## src/sv/sirs_pkg.sv

```systemverilog
`default_nettype none

package sirs_pkg;

    localparam int SYM_W       = 8;
    localparam int BASE_W      = 6;
    localparam int REM_W       = 6;
    localparam int CFG_IDX_W   = 3;
    localparam int CFG_DATA_W  = 64;
    localparam int ALPHA_WORDS = 4;
    localparam int ALPHA_LIMIT = 32;
    localparam int DIV_STEPS   = 8;

    localparam logic [CFG_IDX_W-1:0] REG_BASE_SIZE     = 3'd0;
    localparam logic [CFG_IDX_W-1:0] REG_SYMBOL_WORD_0 = 3'd1;
    localparam logic [CFG_IDX_W-1:0] REG_SYMBOL_WORD_1 = 3'd2;
    localparam logic [CFG_IDX_W-1:0] REG_SYMBOL_WORD_2 = 3'd3;
    localparam logic [CFG_IDX_W-1:0] REG_SYMBOL_WORD_3 = 3'd4;

    localparam logic [SYM_W-1:0] MINUS_SYM = 8'h2D;
    localparam logic [SYM_W-1:0] PLUS_SYM  = 8'h2B;

    localparam logic [BASE_W-1:0]     BASE_SIZE_RST     = 6'd10;
    localparam logic [CFG_DATA_W-1:0] SYMBOL_WORD_0_RST = 64'h3736353433323130;
    localparam logic [CFG_DATA_W-1:0] SYMBOL_WORD_1_RST = 64'h0000000000003938;
    localparam logic [CFG_DATA_W-1:0] SYMBOL_WORD_2_RST = 64'h0;
    localparam logic [CFG_DATA_W-1:0] SYMBOL_WORD_3_RST = 64'h0;

    typedef enum logic [2:0] {
        ST_IDLE,
        ST_DIV,
        ST_SIGN,
        ST_READ,
        ST_EMIT,
        ST_ZERO
    } state_t;

    typedef struct packed {
        logic busy;
        logic ok;
    } base_stat_t;

    typedef struct packed {
        logic load;
        logic div_step;
        logic rd;
        logic out_sign;
        logic out_zero;
        logic out_digit;
    } dp_cmd_t;

    typedef struct packed {
        logic in_zero;
        logic pass_end;
        logic quo_next_zero;
        logic neg;
        logic cnt_zero;
        logic out_free;
    } dp_stat_t;

endpackage

`default_nettype wire

```

## src/sv/sirs_cfg.sv

```systemverilog
`default_nettype none

module sirs_cfg #(
    parameter int MAX_SYMBOLS = 32
) (
    input  wire logic                                        clk,
    input  wire logic                                        rst_n,
    input  wire logic                                        cfg_valid,
    output logic                                             cfg_ready,
    input  wire logic [sirs_pkg::CFG_IDX_W-1:0]              cfg_index,
    input  wire logic [sirs_pkg::CFG_DATA_W-1:0]             cfg_data,
    output logic [sirs_pkg::BASE_W-1:0]                      base_size,
    output logic [MAX_SYMBOLS-1:0][sirs_pkg::SYM_W-1:0]      syms,
    output sirs_pkg::base_stat_t                             base_stat
);
    import sirs_pkg::*;

    localparam int CW = $clog2(MAX_SYMBOLS);

    logic [BASE_W-1:0]     base_size_reg;
    logic [CFG_DATA_W-1:0] word_reg [ALPHA_WORDS];
    logic                  chk_busy_reg;
    logic                  chk_ok_reg;
    logic [CW-1:0]         chk_idx_reg;

    logic             cfg_wr;
    logic [SYM_W-1:0] sym_i;
    logic             dup;
    logic             range_bad;
    logic             sym_bad;
    logic             last_pos;

    assign cfg_ready = 1'b1;
    assign cfg_wr    = cfg_valid & cfg_ready;

    always_ff @(posedge clk or negedge rst_n)
    begin
        if (!rst_n)
        begin
            base_size_reg <= BASE_SIZE_RST;
            word_reg[0]   <= SYMBOL_WORD_0_RST;
            word_reg[1]   <= SYMBOL_WORD_1_RST;
            word_reg[2]   <= SYMBOL_WORD_2_RST;
            word_reg[3]   <= SYMBOL_WORD_3_RST;
        end
        else if (cfg_wr)
        begin
            case (cfg_index)
                REG_BASE_SIZE:     base_size_reg <= cfg_data[BASE_W-1:0];
                REG_SYMBOL_WORD_0: word_reg[0]   <= cfg_data;
                REG_SYMBOL_WORD_1: word_reg[1]   <= cfg_data;
                REG_SYMBOL_WORD_2: word_reg[2]   <= cfg_data;
                REG_SYMBOL_WORD_3: word_reg[3]   <= cfg_data;
                default: ;
            endcase
        end
    end

    // positions past the register file read as byte 0
    for (genvar k = 0; k < MAX_SYMBOLS; k++)
    begin : g_sym
        if (k < ALPHA_LIMIT)
        begin : g_word
            assign syms[k] = word_reg[k/8][8*(k%8) +: 8];
        end
        else
        begin : g_zero
            assign syms[k] = '0;
        end
    end

    assign base_size = base_size_reg;

    // one alphabet position per cycle against all later positions in use
    always_comb
    begin
        sym_i     = syms[chk_idx_reg];
        range_bad = (base_size_reg < 6'd2) || (7'(base_size_reg) > 7'(MAX_SYMBOLS));
        sym_bad   = (sym_i == MINUS_SYM) || (sym_i == PLUS_SYM);
        last_pos  = (7'(chk_idx_reg) + 7'd1) == 7'(base_size_reg);
        dup       = 1'b0;
        for (int j = 0; j < MAX_SYMBOLS; j++)
        begin
            if ((j > int'(chk_idx_reg)) && (j < int'(base_size_reg)) && (syms[j] == sym_i))
                dup = 1'b1;
        end
    end

    always_ff @(posedge clk or negedge rst_n)
    begin
        if (!rst_n)
        begin
            chk_busy_reg <= 1'b1;
            chk_ok_reg   <= 1'b0;
            chk_idx_reg  <= '0;
        end
        else if (cfg_wr)
        begin
            chk_busy_reg <= 1'b1;
            chk_ok_reg   <= 1'b0;
            chk_idx_reg  <= '0;
        end
        else if (chk_busy_reg)
        begin
            if (range_bad || sym_bad || dup)
            begin
                chk_busy_reg <= 1'b0;
                chk_ok_reg   <= 1'b0;
            end
            else if (last_pos)
            begin
                chk_busy_reg <= 1'b0;
                chk_ok_reg   <= 1'b1;
            end
            else
            begin
                chk_idx_reg <= chk_idx_reg + CW'(1);
            end
        end
    end

    assign base_stat.busy = chk_busy_reg;
    assign base_stat.ok   = chk_ok_reg;

endmodule

`default_nettype wire

```

## src/sv/sirs_dp.sv

```systemverilog
`default_nettype none

module sirs_dp #(
    parameter int MAX_SYMBOLS  = 32,
    parameter int NUMBER_WIDTH = 32
) (
    input  wire logic                                        clk,
    input  wire logic                                        rst_n,
    input  wire logic signed [NUMBER_WIDTH-1:0]              number,
    input  wire logic [sirs_pkg::BASE_W-1:0]                 base_size,
    input  wire logic [MAX_SYMBOLS-1:0][sirs_pkg::SYM_W-1:0] syms,
    input  wire sirs_pkg::dp_cmd_t                           cmd,
    output sirs_pkg::dp_stat_t                               stat,
    output logic                                             out_valid,
    input  wire logic                                        out_stall,
    output logic [sirs_pkg::SYM_W-1:0]                       symbol,
    output logic                                             last
);
    import sirs_pkg::*;

    localparam int NW        = NUMBER_WIDTH;
    localparam int NWP       = ((NW + DIV_STEPS - 1) / DIV_STEPS) * DIV_STEPS;
    localparam int PASS_CYC  = NWP / DIV_STEPS;
    localparam int PCW       = $clog2(PASS_CYC + 1);
    localparam int CNTW      = $clog2(NW + 1);
    localparam int AW        = $clog2(NW);
    localparam int DW        = $clog2(MAX_SYMBOLS);
    localparam logic [PCW-1:0] PASS_LAST = PCW'(PASS_CYC - 1);

    logic [NWP-1:0]   quo_reg, quo_next;
    logic [REM_W-1:0] rem_reg, rem_next;
    logic [PCW-1:0]   pass_cnt_reg, pass_cnt_next;
    logic [CNTW-1:0]  cnt_reg, cnt_next;
    logic             neg_reg, neg_next;
    logic [DW-1:0]    rd_data_reg;
    logic             out_valid_reg, out_valid_next;
    logic [SYM_W-1:0] sym_reg, sym_next;
    logic             last_reg, last_next;

    logic [DW-1:0]    stack_mem [NW];

    logic [NW-1:0]    num_u;
    logic [NW-1:0]    mag;
    logic [NWP-1:0]   quo_step;
    logic [REM_W-1:0] rem_step;
    logic             pass_end;
    logic             push;
    logic             out_load;

    assign num_u    = number;
    assign mag      = num_u[NW-1] ? (~num_u + 1'b1) : num_u;
    assign pass_end = (pass_cnt_reg == '0);
    assign push     = cmd.div_step & pass_end;
    assign out_load = cmd.out_sign | cmd.out_zero | cmd.out_digit;

    // restoring divider, eight quotient bits per cycle
    always_comb
    begin
        logic [NWP-1:0]   q;
        logic [REM_W-1:0] r;
        logic [REM_W:0]   t;
        q = quo_reg;
        r = rem_reg;
        for (int s = 0; s < DIV_STEPS; s++)
        begin
            t = {r, q[NWP-1]};
            if (t >= {1'b0, base_size})
            begin
                r = REM_W'(t - {1'b0, base_size});
                q = {q[NWP-2:0], 1'b1};
            end
            else
            begin
                r = t[REM_W-1:0];
                q = {q[NWP-2:0], 1'b0};
            end
        end
        quo_step = q;
        rem_step = r;
    end

    always_comb
    begin
        quo_next       = quo_reg;
        rem_next       = rem_reg;
        pass_cnt_next  = pass_cnt_reg;
        cnt_next       = cnt_reg;
        neg_next       = neg_reg;
        out_valid_next = out_valid_reg & out_stall;
        sym_next       = sym_reg;
        last_next      = last_reg;

        if (cmd.load)
        begin
            quo_next      = NWP'(mag);
            rem_next      = '0;
            pass_cnt_next = PASS_LAST;
            cnt_next      = '0;
            neg_next      = num_u[NW-1];
        end
        else if (cmd.div_step)
        begin
            quo_next = quo_step;
            if (pass_end)
            begin
                rem_next      = '0;
                pass_cnt_next = PASS_LAST;
                cnt_next      = cnt_reg + CNTW'(1);
            end
            else
            begin
                rem_next      = rem_step;
                pass_cnt_next = pass_cnt_reg - PCW'(1);
            end
        end
        else if (cmd.rd)
        begin
            cnt_next = cnt_reg - CNTW'(1);
        end

        if (cmd.out_sign)
        begin
            sym_next  = MINUS_SYM;
            last_next = 1'b0;
        end
        else if (cmd.out_zero)
        begin
            sym_next  = syms[0];
            last_next = 1'b1;
        end
        else if (cmd.out_digit)
        begin
            sym_next  = syms[rd_data_reg];
            last_next = (cnt_reg == '0);
        end
        if (out_load)
            out_valid_next = 1'b1;
    end

    always_ff @(posedge clk or negedge rst_n)
    begin
        if (!rst_n)
        begin
            pass_cnt_reg  <= '0;
            cnt_reg       <= '0;
            out_valid_reg <= 1'b0;
        end
        else
        begin
            pass_cnt_reg  <= pass_cnt_next;
            cnt_reg       <= cnt_next;
            out_valid_reg <= out_valid_next;
        end
    end

    always_ff @(posedge clk)
    begin
        quo_reg  <= quo_next;
        rem_reg  <= rem_next;
        neg_reg  <= neg_next;
        sym_reg  <= sym_next;
        last_reg <= last_next;
    end

    // digit stack, least significant digit at the bottom
    always_ff @(posedge clk)
    begin
        if (push)
            stack_mem[cnt_reg[AW-1:0]] <= rem_step[DW-1:0];
        if (cmd.rd)
            rd_data_reg <= stack_mem[AW'(cnt_reg - CNTW'(1))];
    end

    assign stat.in_zero       = (num_u == '0);
    assign stat.pass_end      = pass_end;
    assign stat.quo_next_zero = (quo_step == '0);
    assign stat.neg           = neg_reg;
    assign stat.cnt_zero      = (cnt_reg == '0);
    assign stat.out_free      = ~out_valid_reg | ~out_stall;

    assign out_valid = out_valid_reg;
    assign symbol    = sym_reg;
    assign last      = last_reg;

    a_no_pop_empty: assert property (@(posedge clk) disable iff (!rst_n)
        cmd.rd |-> cnt_reg != '0)
        else $error("digit stack read while empty");

    a_no_overflow: assert property (@(posedge clk) disable iff (!rst_n)
        push |-> cnt_reg < CNTW'(NW))
        else $error("digit stack overflow");

    a_last_digit: assert property (@(posedge clk) disable iff (!rst_n)
        cmd.out_digit |=> out_valid_reg && (last_reg == (cnt_reg == '0)))
        else $error("last flag does not match digit stack level");

endmodule

`default_nettype wire

```

## src/sv/sirs_ctrl.sv

```systemverilog
`default_nettype none

module sirs_ctrl (
    input  wire logic                 clk,
    input  wire logic                 rst_n,
    input  wire logic                 in_valid,
    output logic                      in_stall,
    input  wire sirs_pkg::base_stat_t base_stat,
    input  wire sirs_pkg::dp_stat_t   dp_stat,
    output sirs_pkg::dp_cmd_t         cmd
);
    import sirs_pkg::*;

    state_t state_reg, state_next;
    logic   accept;

    always_ff @(posedge clk or negedge rst_n)
    begin
        if (!rst_n)
            state_reg <= ST_IDLE;
        else
            state_reg <= state_next;
    end

    always_comb
    begin
        state_next = state_reg;
        cmd        = '0;
        in_stall   = 1'b1;
        accept     = 1'b0;

        case (state_reg)
            ST_IDLE:
            begin
                in_stall = base_stat.busy;
                accept   = in_valid & ~base_stat.busy;
                // an item under a rejected alphabet is dropped
                if (accept && base_stat.ok)
                begin
                    cmd.load   = 1'b1;
                    state_next = dp_stat.in_zero ? ST_ZERO : ST_DIV;
                end
            end
            ST_ZERO:
            begin
                if (dp_stat.out_free)
                begin
                    cmd.out_zero = 1'b1;
                    state_next   = ST_IDLE;
                end
            end
            ST_DIV:
            begin
                cmd.div_step = 1'b1;
                if (dp_stat.pass_end && dp_stat.quo_next_zero)
                    state_next = dp_stat.neg ? ST_SIGN : ST_READ;
            end
            ST_SIGN:
            begin
                if (dp_stat.out_free)
                begin
                    cmd.out_sign = 1'b1;
                    state_next   = ST_READ;
                end
            end
            ST_READ:
            begin
                cmd.rd     = 1'b1;
                state_next = ST_EMIT;
            end
            ST_EMIT:
            begin
                if (dp_stat.out_free)
                begin
                    cmd.out_digit = 1'b1;
                    state_next    = dp_stat.cnt_zero ? ST_IDLE : ST_READ;
                end
            end
            default:
            begin
                state_next = ST_IDLE;
            end
        endcase
    end

    a_out_free: assert property (@(posedge clk) disable iff (!rst_n)
        (cmd.out_sign || cmd.out_zero || cmd.out_digit) |-> dp_stat.out_free)
        else $error("output register overwritten");

    a_no_take_during_check: assert property (@(posedge clk) disable iff (!rst_n)
        !in_stall |-> !base_stat.busy && state_reg == ST_IDLE)
        else $error("item taken while busy or alphabet check running");

    a_load_needs_ok: assert property (@(posedge clk) disable iff (!rst_n)
        cmd.load |-> base_stat.ok && !base_stat.busy)
        else $error("conversion started under a rejected alphabet");

endmodule

`default_nettype wire

```

## src/sv/signed_int_to_radix_symbols_top.sv

```systemverilog
`default_nettype none

// Channel  Direction  Handshake                Payload
// in       sink       in_valid / in_stall      number
// out      source     out_valid / out_stall    symbol, last
// cfg      sink       cfg_valid / cfg_ready    cfg_index, cfg_data
//
// One item: it is loaded, then each digit takes one pass through the restoring
// divider (8 quotient bits per cycle), then a minus sign is emitted when negative and
// each digit is read through the digit stack read port and then emitted. Zero emits
// the first alphabet symbol as its only symbol. Output stalls hold the output steps.
// After reset and after every register write the alphabet check walks one
// position per cycle; in_stall stays high meanwhile.
// Reset loads radix 10 with alphabet "0123456789".
// out_stall holds the output register; conversion waits for it, one item at a time.

module signed_int_to_radix_symbols_top #(
    parameter int MAX_SYMBOLS  = 32,
    parameter int NUMBER_WIDTH = 32
) (
    input  wire logic                              clk,
    input  wire logic                              rst_n,
    input  wire logic                              in_valid,
    output logic                                   in_stall,
    input  wire logic signed [NUMBER_WIDTH-1:0]    number,
    output logic                                   out_valid,
    input  wire logic                              out_stall,
    output logic [sirs_pkg::SYM_W-1:0]             symbol,
    output logic                                   last,
    input  wire logic                              cfg_valid,
    output logic                                   cfg_ready,
    input  wire logic [sirs_pkg::CFG_IDX_W-1:0]    cfg_index,
    input  wire logic [sirs_pkg::CFG_DATA_W-1:0]   cfg_data
);
    import sirs_pkg::*;

    logic [BASE_W-1:0]                 base_size;
    logic [MAX_SYMBOLS-1:0][SYM_W-1:0] syms;
    base_stat_t                        base_stat;
    dp_cmd_t                           cmd;
    dp_stat_t                          dp_stat;

    sirs_cfg #(
        .MAX_SYMBOLS (MAX_SYMBOLS)
    ) u_cfg (
        .clk       (clk),
        .rst_n     (rst_n),
        .cfg_valid (cfg_valid),
        .cfg_ready (cfg_ready),
        .cfg_index (cfg_index),
        .cfg_data  (cfg_data),
        .base_size (base_size),
        .syms      (syms),
        .base_stat (base_stat)
    );

    sirs_dp #(
        .MAX_SYMBOLS  (MAX_SYMBOLS),
        .NUMBER_WIDTH (NUMBER_WIDTH)
    ) u_dp (
        .clk       (clk),
        .rst_n     (rst_n),
        .number    (number),
        .base_size (base_size),
        .syms      (syms),
        .cmd       (cmd),
        .stat      (dp_stat),
        .out_valid (out_valid),
        .out_stall (out_stall),
        .symbol    (symbol),
        .last      (last)
    );

    sirs_ctrl u_ctrl (
        .clk       (clk),
        .rst_n     (rst_n),
        .in_valid  (in_valid),
        .in_stall  (in_stall),
        .base_stat (base_stat),
        .dp_stat   (dp_stat),
        .cmd       (cmd)
    );

endmodule

`default_nettype wire
```

## config.mk

```make
export PLATFORM = sky130hd
export DESIGN_NAME = signed_int_to_radix_symbols_top
export DESIGN_NICKNAME = d
export VERILOG_FILES = /design/src/sv/sirs_pkg.sv /design/src/sv/sirs_cfg.sv /design/src/sv/sirs_dp.sv /design/src/sv/sirs_ctrl.sv /design/src/sv/signed_int_to_radix_symbols_top.sv
export SDC_FILE = /design/constraint.sdc
export NUM_CORES = 1
export LEC_CHECK = 0
export BUFFER_PORTS_ARGS = -buffer_cell sky130_fd_sc_hd__buf_2
export CORE_UTILIZATION = 54
export DETAILED_ROUTE_END_ITERATION = 6
export PLACE_DENSITY = 0.69
export SETUP_SLACK_MARGIN = 0.5
export SLEW_MARGIN = 10
export SYNTH_ARGS = -nofsm -noshare
export SYNTH_HDL_FRONTEND = slang
export SYNTH_SLANG_ARGS = --single-unit
```

## constraint.sdc

```tcl
create_clock -name clk -period 50.7 [get_ports clk]
set_clock_uncertainty 0.2 [all_clocks]
set_input_delay 5.07 -clock clk [delete_from_list [all_inputs] [get_ports clk]]
set_output_delay 5.07 -clock clk [all_outputs]
set_load 0.01 [all_outputs]
```

### Word-level counts from Yosys, hierarchy flattened

Memories as Yosys holds them, arrays and structs flattened. A register that Yosys moved wholly into a read port is not among the register bits.
Index checks and enable logic that the tools add are counted.

| word-level totals | value |
|---|---|
| bits in registers | 330 |
| RAM bits | 160 |
| input port bits | 104 |
| output and inout bits | 12 |
| word-level logic and storage cells | 354 |
| memories kept | 1 |

| operators by class | value |
|---|---|
| add/sub/neg operators | 14 |
| order comparisons | 74 |
| eq/ne operators | 51 |
| mux-type cells | 99 |
| bitwise logic cells | 10 |
| reductions and logical operators | 88 |

Memory list:

| memory | words | bits a word | rd ports | clocked after Yosys merged registers in | wr ports | line | RTL |
|---|---|---|---|---|---|---|---|
| u_dp.stack_mem | 32 | 5 | 1 | 1 | 1 | sirs_dp.sv:40 | `logic [DW-1:0] stack_mem [NW];` |

Operator list:

| kind | number |
|---|---|
| 8-bit == test | 31 |
| 5-bit by 6-bit < comparator with 1-bit output, first input constant | 16 |
| 32-bit two-way mux | 3 |
| 8-bit binary-select mux with 5-bit select | 2 |
| 5-bit > comparator, first input constant | 16 |
| 6-bit two-way mux | 13 |
| 1-bit logical AND | 64 |
| 32-bit logical NOT | 2 |
| 1-bit two-way mux | 62 |
| 7-bit by 6-bit greater-or-equal comparator with 1-bit output | 8 |
| 4-bit by 6-bit < comparator with 1-bit output, first input constant | 8 |
| 6-bit subtractor | 8 |
| 4-bit by 5-bit > comparator with 1-bit output, first input constant | 8 |
| 32-bit by 1-bit adder with 32-bit output, second input constant | 1 |
| 8-bit two-way mux | 4 |
| 32-bit NOT | 1 |
| 3-bit two-way mux | 9 |
| 3-bit by 6-bit < comparator with 1-bit output, first input constant | 4 |
| 3-bit by 5-bit > comparator with 1-bit output, first input constant | 4 |
| 5-bit two-way mux | 4 |
| 3-bit one-hot mux with 6 select lines | 1 |
| 8-bit by 6-bit == test with 1-bit output, second input constant | 2 |
| 2-bit AND reduction | 7 |
| 3-bit by 2-bit == test with 1-bit output, second input constant | 4 |
| 29 further kinds | 54 |

### Longest topological paths before layout

Gate-level depths: netlist of run 1.

| depth | value |
|---|---|
| word-level depth | 39 |
| mapped depth | 80 |
| depth with buffers taken out | 74 |

### Hierarchy

From an unflattened synthesis of run 1, not the netlist that was laid out.

| second synthesis, totals | value |
|---|---|
| cells, all modules | 2,490 |
| area, all modules | 30,845.8 µm² |

By module, submodules not included:

| module | times used | cells each | area an instance (µm²) | seq. area each (µm²) |
|---|---|---|---|---|
| sirs_cfg | 1 | 1,363 | 16,208.0 | 6,779.0 |
| sirs_dp | 1 | 1,093 | 14,345.0 | 6,496.2 |
| sirs_ctrl | 1 | 34 | 292.8 | 75.1 |

### Worst setup path before layout of run 1

Ideal clock, no wire load.

| timing path | value |
|---|---|
| kind | flip-flop to flip-flop |
| start point | register u_cfg.base_size_reg[1] (netlist: u_cfg.base_size[1]) |
| end point | memory u_dp.stack_mem[0][0] (netlist bit), data pin |
| library setup time | 0.392 ns |
| arrival time | 16.583 ns |
| required time | 50.108 ns |
| slack | 33.525 ns |
| stages on the path, launching flop included | 76 |
| path buffers | 6 |
| period minus slack after synthesis | 17.175 ns |
| cells stage by stage | dfstp_2 clkbuf_1 buf_1 inv_1 ha_1 nand2_1 o21ai_1 a21oi_4 mux2_2 ha_1 and3_1 a221oi_1 o221ai_2 and2_1 a21oi_1 ha_1 nor2b_1 o31a_1 [... 40 more ...] nand2b_1 a21o_1 a21o_1 a211oi_1 o2111a_1 buf_6 mux2_2 inv_1 ha_1 nor2b_1 o21ai_0 nand2b_1 a21o_1 a21o_1 a211oi_1 o221a_1 buf_6 mux2i_1 |

| between the ends | value |
|---|---|
| longest elaborated chain between the ends | 16 |
| elaborated cells on any way between the ends | 23 |

RTL lines:

| item | line | RTL |
|---|---|---|
| start, declared | sirs_cfg.sv:20 | `logic [BASE_W-1:0] base_size_reg;` |
| start signal, assigned | sirs_cfg.sv:49 | `REG_BASE_SIZE: base_size_reg <= cfg_data[BASE_W-1:0];` |
| 6-bit subtractor or 7-bit by 6-bit greater-or-equal comparator with 1-bit output (tied branches) | sirs_dp.sv:69, sirs_dp.sv:67 |  |
| 6-bit two-way mux | sirs_dp.sv:67 | `if (t >= {1'b0, base_size})` |
| 6-bit subtractor or 7-bit by 6-bit greater-or-equal comparator with 1-bit output (tied branches) | sirs_dp.sv:69, sirs_dp.sv:67 |  |
| 6-bit two-way mux | sirs_dp.sv:67 |  |
| 6-bit subtractor or 7-bit by 6-bit greater-or-equal comparator with 1-bit output (tied branches) | sirs_dp.sv:69, sirs_dp.sv:67 |  |
| 6-bit two-way mux | sirs_dp.sv:67 |  |
| 6-bit subtractor or 7-bit by 6-bit greater-or-equal comparator with 1-bit output (tied branches) | sirs_dp.sv:69, sirs_dp.sv:67 |  |
| 6-bit two-way mux | sirs_dp.sv:67 |  |
| 6-bit subtractor or 7-bit by 6-bit greater-or-equal comparator with 1-bit output (tied branches) | sirs_dp.sv:69, sirs_dp.sv:67 |  |
| 6-bit two-way mux | sirs_dp.sv:67 |  |
| 7-bit by 6-bit greater-or-equal comparator with 1-bit output or 6-bit subtractor (tied branches) | sirs_dp.sv:67, sirs_dp.sv:69 |  |
| 6-bit two-way mux | sirs_dp.sv:67 |  |
| 6-bit subtractor or 7-bit by 6-bit greater-or-equal comparator with 1-bit output (tied branches) | sirs_dp.sv:69, sirs_dp.sv:67 |  |
| 6-bit two-way mux | sirs_dp.sv:67 |  |
| 7-bit by 6-bit greater-or-equal comparator with 1-bit output (*) | sirs_dp.sv:67 |  |
| 6-bit two-way mux (*) | sirs_dp.sv:67 |  |
| net u_dp.rem_step[0] | sirs_dp.sv:45 | `logic [REM_W-1:0] rem_step;` |
| end, declared | sirs_dp.sv:40 |  |

The timed path passes the listed nets; every way through them passes the cells marked *.

### Worst setup path after layout of run 1

| timing path | value |
|---|---|
| start point | register u_cfg.base_size_reg[1] (netlist: u_cfg.base_size[1]) |
| end point | memory u_dp.stack_mem[5][0] (netlist bit), data pin |

Same word-level chain as after synthesis.

==> results of run 1 <==
[kinds of logic after synthesis]
group           after synthesis
fa+ha+maj                    67
simple gates                476
buf+inv                     199
other cells                   1
xor+xnor                    313
flops                       495
compound gates              271
mux                         537
[how the worst max path moves through the flow]
stage	to	from	slack, ns
final	u_dp.stack_mem[5][0]	u_cfg.base_size[1]	31.25
after global routing	u_dp.rem_reg[0]	u_cfg.base_size[1]	29.82
after CTS	u_dp.rem_reg[2]	u_cfg.base_size[1]	31.48
after detailed placement	u_dp.rem_reg[2]	u_cfg.base_size[1]	31.56
after global placement	u_dp.rem_reg[2]	u_cfg.base_size[1]	32.20
after floorplan	u_dp.stack_mem[0][0]	u_cfg.base_size[1]	33.53
[worst max-delay path, delay by kind of cell, from the launching register on]
family,cells,cell delay (ns)
muxes,8,2.79
and+or+nand+nor,12,1.78
AOI/OAI and AO/OA,36,10.02
DFF,1,0.96
adders and majority gates,8,2.17
buffers and inverters,7,1.21
[per-layer routing]
layer | vias up | track usage, %
met5 | - | 0
met1 | 11200 | 52.5
met2 | 1101 | 51.5
li1 | 9029 | -
met4 | 0 | 9.29
met3 | 142 | 7.52
[stage by stage]
stage	setup WS [ns]	instance area [um^2]	utilization, %	hold slack [ns]	instances
after floorplan	33.53	30200	-	0.245	2359
after global placement	32.20	31400	56.9	0.287	3106
after detailed placement	31.56	31400	56.9	0.291	3106
after CTS	31.48	33200	60.2	0.305	3203
after global routing	29.82	33200	60.2	0.329	3206
final	31.25	33200	60.2	0.302	3208
[final cells by class]
cell class,count,area [um^2]
diodes,5,12.5
repair buffers,143,798
inverters,55,206
well taps,748,936
fillers,4381,22000
clock inverters,31,395
clock buffers,66,1430
multi-input cells,1665,16100
flip-flops and latches,495,13400
[Yosys cell counts, drive strengths merged, types with 38 or more instances]
master / count / area share [%]
xor2: 95 / 2.8
inv: 52 / 0.65
mux4: 194 / 14
ha: 59 / 2.4
edfxtp: 198 / 20
nor2: 117 / 1.5
buf: 53 / 0.94
dfrtp: 244 / 20
o21ai: 91 / 1.5
clkbuf: 91 / 1.1
nor4: 40 / 0.83
nand2: 111 / 1.4
dfstp: 38 / 3.3
a21oi: 44 / 0.77
nor3: 40 / 0.66
mux2: 289 / 11
mux2i: 54 / 1.8
xnor2: 218 / 6.3
nand3: 38 / 0.65
==> metrics.sh, run 1 <==
MAX_CAP_VIOL_COUNT=0
WORST-PATH-MAX-FANOUT=33
PORT-BUFFER-COUNT=114
GRT_PASS1_WL_UM=145000
HOLD_DEPTH=2
SYNTH_SIMPLE_GATE_AREA_SHARE_PCT=7.95
LAYOUT.CELLS.MOST_COMMON_LIST='sky130_fd_sc_hd__mux2_2 (284), sky130_fd_sc_hd__dfrtp_1 (241), sky130_fd_sc_hd__xnor2_1 (218), sky130_fd_sc_hd__edfxtp_1 (198), sky130_fd_sc_hd__mux4_2 (194)'
POSTSYNTH.ASYNCRESETSHARE_PCT=57.0
SYNTH-SEQ-CELLS=495
FINALSETUPVIOLCOUNT=0
TIMING.CRITICAL_PATH.REQUIRED_NS=50.91
NUMBER_OF_FLIP_FLOPS_UNDER_THE_LARGEST_REGISTER_NAME=256
FINALHOLDVIOLCOUNT=0
DRC_VIOLATION_COUNT_AFTER_ROUTING=0
WORSTREG2REGSTART='u_cfg.base_size[1]'
MIN_DELAY_WORST_ENDPOINT='u_dp.last'
GLOBAL_ROUTE.USAGE.TOTAL_PCT=35.0
FINAL.MIN_CLOCK_PERIOD_NS=19.45
ROUTED-WL-MET2_UM=43100
DR.FIRST_ITER.DRC_COUNT=2632
FLOORPLAN.DIE.WIDTH_UM=238
SYNTH-ADDER-AREA-SHARE_PCT=2.97
CTS.REPAIR_TIMING.SETUP_BUFFER_COUNT=0
SYN_NETS=2530
DR.MAX_LAYER_USED='met4'
CP_DATA_ARRIVAL_TIME_NS=19.66
SYNTH_SEQ_AREA_SHARE_PCT=44.2
TOP_LEVEL_PORTS=116
FMAX_MHz=51.4
POST_SYNTH.CELL_AREA_AVG_UM2=12.8
GLOBALROUTE.TOTALOVERFLOW=0
DP_HPWL_UM=71900
WORST_HOLD_STARTPOINT='u_dp.last'
TIMING.FINAL.CRIT_SHARE_PCT=38.4
ANTENNA_LEFT=0
POST_SYNTH_XOR_AREA_FRACTION_PCT=9.08
FP.DIEH_UM=238
SETUP_REPAIR_AFTER_GLOBAL_ROUTING_MISSED_ITS_MARGIN='false'
RUN_STATUS='completed'
WORSTHOLDPATHTYPE='reg -> reg'
POST_ROUTE_CELLS_DRIVE_ABOVE_1_SHARE_PCT=31.6
MAX_STAGE_DELAY_NS=0.96
CTS_HOLD_REPAIR.BUFFERS=0
ANTENNA_FOUND_INITIAL=7
TIGHTESTPINTRANSITION_NS=1.27
WORSTSKEWPAIRLATENCY_NS=0.64
YOSYS.CELL_TYPES.COUNT=81
YOSYS_WARNINGS=0
CTS_ROOT_BUFFER='sky130_fd_sc_hd__clkbuf_16'
FP.COREAREA_UM2=55200
CRITICALPATHCATEGORY='reg -> reg'
MUXSHAREOFSYNTHAREA_PCT=27.1
CLOCK_PATH_BUFFERS=3
ROUTEDLENGTHMET1_UM=42600
START_KIND='flip-flop'
SYNTH-EDFF-COUNT=198
CTS_SINKS=495
REG2REGPATHDEPTH=71
FINALNETCOUNT=2584
CTSHTREEMAXLEVEL=2
DR_TOTAL_VIAS=21500
INITIAL_CORE_UTIL_PCT=54.7
AREA_GROWTH_PCT=10.0
MOSTFREQUENTLAYOUTCELL='sky130_fd_sc_hd__mux2_2'
CTS.REPAIR.RESIZED=0
MAX-SLEW-MARGIN-REL_PCT=12.9
CRITICAL_PATH.SLOWEST_CELL='sky130_fd_sc_hd__dfstp_2'
ROUTED_VIA_DENSITY=6.69
NUMCTSBUFFERS=53
CRIT-REG2REG-CAPTURE='u_dp.stack_mem[5][0]'
FINAL-MAX-SLEW-VIOLATION-COUNT=0
POST_DRT_WL_PER_CELL_UM=30.4
SETUP.REG_TO_REG.WORST_SLACK_NS=31.25
SYNTH_CELLS=2359
COMPOUND_CELL_AREA_SHARE_OF_THE_YOSYS_NETLIST_PCT=5.94
ROWS=86
PLACE.GP.CONGESTION=1.03
SYNTH_TOP_FLOP_CELL='sky130_fd_sc_hd__dfrtp_1'
MAPPEDNETLISTAREA_UM2=30200
COMBINATIONAL_FAMILY_WITH_THE_MOST_AREA_AFTER_SYNTHESIS='multiplexers'
GRT_START_MAX_NET_PINS=80
ROUTE.MET3.WL_UM=9150
CLKTRANSATPATHREGS_NS=0.06
FIRST_GLOBAL_VIAS=21200
SETUP-TNS-FINAL_NS=0
CTS_TREE='done'
END_KIND='flip-flop'
DRT_PASS1_ITERATIONS=6
DIE_AREA_UM2=56900
DRT_WL_TOTAL_UM=97400
Power of run 1 is left out: the tool's default activity adds up to more than one toggle a clock period on the data nets, which glitch-free logic cannot reach.
==> run 2: changes to the inputs <==
Clock period 50.7 ns to 20 ns, I/O delays scaled along.
==> run 2 against run 1 <==
  * Register-to-register slack got worse by 29 ns
  * Sequential cell count unchanged
  * Critical path depth decreased by 2
  * Die area unchanged
  * Core utilization increased by 0.10 points
  * Cell count increased by 0.34%
  * Final area increased by 0.17%
  * Fmax increased by 6.9%
  * Critical path type unchanged
==> metrics.sh, run 2 (same netlist as run 1, synthesis figures left out) <==
RUN_STATUS='completed'
LAYOUT.CELLS.MOST_COMMON_LIST='sky130_fd_sc_hd__mux2_2 (284), sky130_fd_sc_hd__dfrtp_1 (240), sky130_fd_sc_hd__xnor2_1 (218), sky130_fd_sc_hd__edfxtp_1 (198), sky130_fd_sc_hd__mux4_2 (194)'
WORSTSKEWPAIRLATENCY_NS=0.63  # about the same
ROUTED-WL-MET2_UM=42700  # -1.0%
CLKTRANSATPATHREGS_NS=0.06  # about the same
ROWS=86  # unchanged
ANTENNA_FOUND_INITIAL=6  # -1
WORST_SETUP_PATH_STARTPOINT='u_cfg.base_size[3]'
WORSTHOLDPATHTYPE='reg -> reg'
DRC_VIOLATION_COUNT_AFTER_ROUTING=0  # unchanged
FP.DIEH_UM=238  # unchanged
START_KIND='flip-flop'
PORT-BUFFER-COUNT=114  # unchanged
PLACE.GP.CONGESTION=1.05  # +1.5%
ROUTE.MET3.WL_UM=9860  # +7.8%
FMAX_MHz=55.0  # +6.9%
HOLDWS_NS=0.306  # +0.00359 ns
ROUTED_VIA_DENSITY=6.61  # -1.2%
END_KIND='flip-flop'
NUMBER_OF_FLIP_FLOPS_UNDER_THE_LARGEST_REGISTER_NAME=256  # unchanged
MAX-SLEW-MARGIN-REL_PCT=15.1  # +2.2 points
CTS_TREE='done'
DRT_WL_TOTAL_UM=98500  # +1.1%
ROUTEDLENGTHMET1_UM=43500  # +2.0%
DR.MAX_LAYER_USED='met4'
REG2REGPATHDEPTH=69  # -2.8%
AREA_GROWTH_PCT=10.2
CP_DATA_ARRIVAL_TIME_NS=18.41  # -1.25 ns
DR_TOTAL_VIAS=21300  # -0.88%
CTS_HOLD_REPAIR.BUFFERS=0  # unchanged
CTS_SINKS=495  # unchanged
FP.COREAREA_UM2=55200  # unchanged
GRT_PASS1_WL_UM=145000  # +0.11%
CRITICAL_PATH.SLOWEST_CELL='sky130_fd_sc_hd__dfstp_2'
SETUP-TNS-FINAL_NS=0  # unchanged
FINALSETUPVIOLCOUNT=0  # unchanged
POST_DRT_WL_PER_CELL_UM=30.6  # +0.80%
WORST-PATH-MAX-FANOUT=33  # unchanged
TIGHTESTPINTRANSITION_NS=1.27  # -0.000147 ns
CTSHTREEMAXLEVEL=2  # unchanged
WORSTREG2REGSTART='u_cfg.base_size[3]'
FIRST_GLOBAL_VIAS=20800  # -2.0%
FINAL.MIN_CLOCK_PERIOD_NS=18.19  # -1.26 ns
POST_ROUTE_CELLS_DRIVE_ABOVE_1_SHARE_PCT=32.1  # +0.51 points
TIMING.FINAL.CRIT_SHARE_PCT=91.0  # +53 points
MIN_DELAY_WORST_ENDPOINT='u_dp.last'
INITIAL_CORE_UTIL_PCT=54.7  # unchanged
MAX_CAP_VIOL_COUNT=0  # unchanged
TOP_LEVEL_PORTS=116  # unchanged
GRT_START_MAX_NET_PINS=76  # -5.0%
CRITICAL_PATH.N_BUFFERS_INVERTERS=9  # +2
MOST_USED_CELL_CP='sky130_fd_sc_hd__ha_1'
HOLD_DEPTH=2  # unchanged
FINALNETCOUNT=2596  # +0.46%
ANTENNA_LEFT=0  # unchanged
FINAL-MAX-SLEW-VIOLATION-COUNT=0  # unchanged
WORST_HOLD_STARTPOINT='u_dp.last'
MOSTFREQUENTLAYOUTCELL='sky130_fd_sc_hd__mux2_2'
DRT_PASS1_ITERATIONS=6  # unchanged
MAX_STAGE_DELAY_NS=0.66  # -0.30 ns
NUMCTSBUFFERS=52  # -1.9%
DIE_AREA_UM2=56900  # unchanged
FLOORPLAN.DIE.WIDTH_UM=238  # unchanged
DP_HPWL_UM=73600  # +2.3%
SETUP.REG_TO_REG.WORST_SLACK_NS=1.81  # -29.44 ns
SETUP_REPAIR_AFTER_GLOBAL_ROUTING_MISSED_ITS_MARGIN='false'
CRIT_FAMILY='compound AO/OA/AOI/OAI gates'
FINALHOLDVIOLCOUNT=0  # unchanged
CRIT-REG2REG-CAPTURE='u_dp.stack_mem[25][1]'
GLOBALROUTE.TOTALOVERFLOW=0  # unchanged
GLOBAL_ROUTE.USAGE.TOTAL_PCT=35.2  # +0.26 points
DR.FIRST_ITER.DRC_COUNT=2645  # +0.49%
CRITICALPATHCATEGORY='reg -> reg'
CLOCK_PATH_BUFFERS=3  # unchanged
CTS_ROOT_BUFFER='sky130_fd_sc_hd__clkbuf_16'
TIMING.CRITICAL_PATH.REQUIRED_NS=20.22  # -30.69 ns
run 2: cell type report:
| class | instances | area, um^2 |
|---|---|---|
| tap | 748 | 936 |
| timing repair buffer | 156 | 896 |
| multi-input combinational | 1665 | 16100 |
| clock buffer | 66 | 1360 |
| clock inverter | 32 | 414 |
| antenna | 2 | 5.00 |
| sequential | 495 | 13400 |
| fill | 4380 | 21900 |
| inverter | 55 | 214 |
run 2: worst max-delay path by stage:
stage	cells after the start	endpoint
2_1_floorplan	75	u_dp.stack_mem[0][0]
3_3_place_gp	69	u_dp.rem_reg[2]
3_5_place_dp	72	u_dp.rem_reg[1]
4_1_cts	71	u_dp.rem_reg[0]
5_1_grt	72	u_dp.stack_mem[26][1]
6_report	69	u_dp.stack_mem[25][1]
run 2: repair_timing:
item | 4_1_cts | 5_1_grt
buffers inserted | 0 | 10
gates resized for setup | 0 | 5
endpoints found under the setup margin | 0 | 171
run 2: routing by layer:
metal | GRT usage, % | vias up
li1 | - | 9060
met1 | 53.2 | 11000
met2 | 50.9 | 1091
met3 | 8.74 | 147
met4 | 8.76 | 0
met5 | 0 | -
run 2: worst register-to-register path: cells and delay by family, from the launching register on:
| family | cells | cell delay (ns) |
|---|---|---|
| compound gates | 32 | 8.35 |
| mux | 9 | 3.05 |
| fa+ha+maj | 8 | 2.36 |
| simple gates | 11 | 1.78 |
| buf+inv | 9 | 1.55 |
| flops | 1 | 0.66 |
run 2: per-stage QoR:
| step | instances | worst slack, ns | utilization, % | area [um^2] |
|---|---|---|---|---|
| finish | 3219 | 1.81 | 60.3 | 33300 |
| global route | 3218 | 0.450 | 60.3 | 33300 |
| CTS | 3207 | 1.06 | 60.1 | 33200 |
| detailed placement | 3109 | 1.11 | 56.9 | 31400 |
| global placement | 3109 | 1.73 | 56.9 | 31400 |
| floorplan | 2359 | 2.82 | - | 30200 |
Power of run 2 is left out for the same reason.
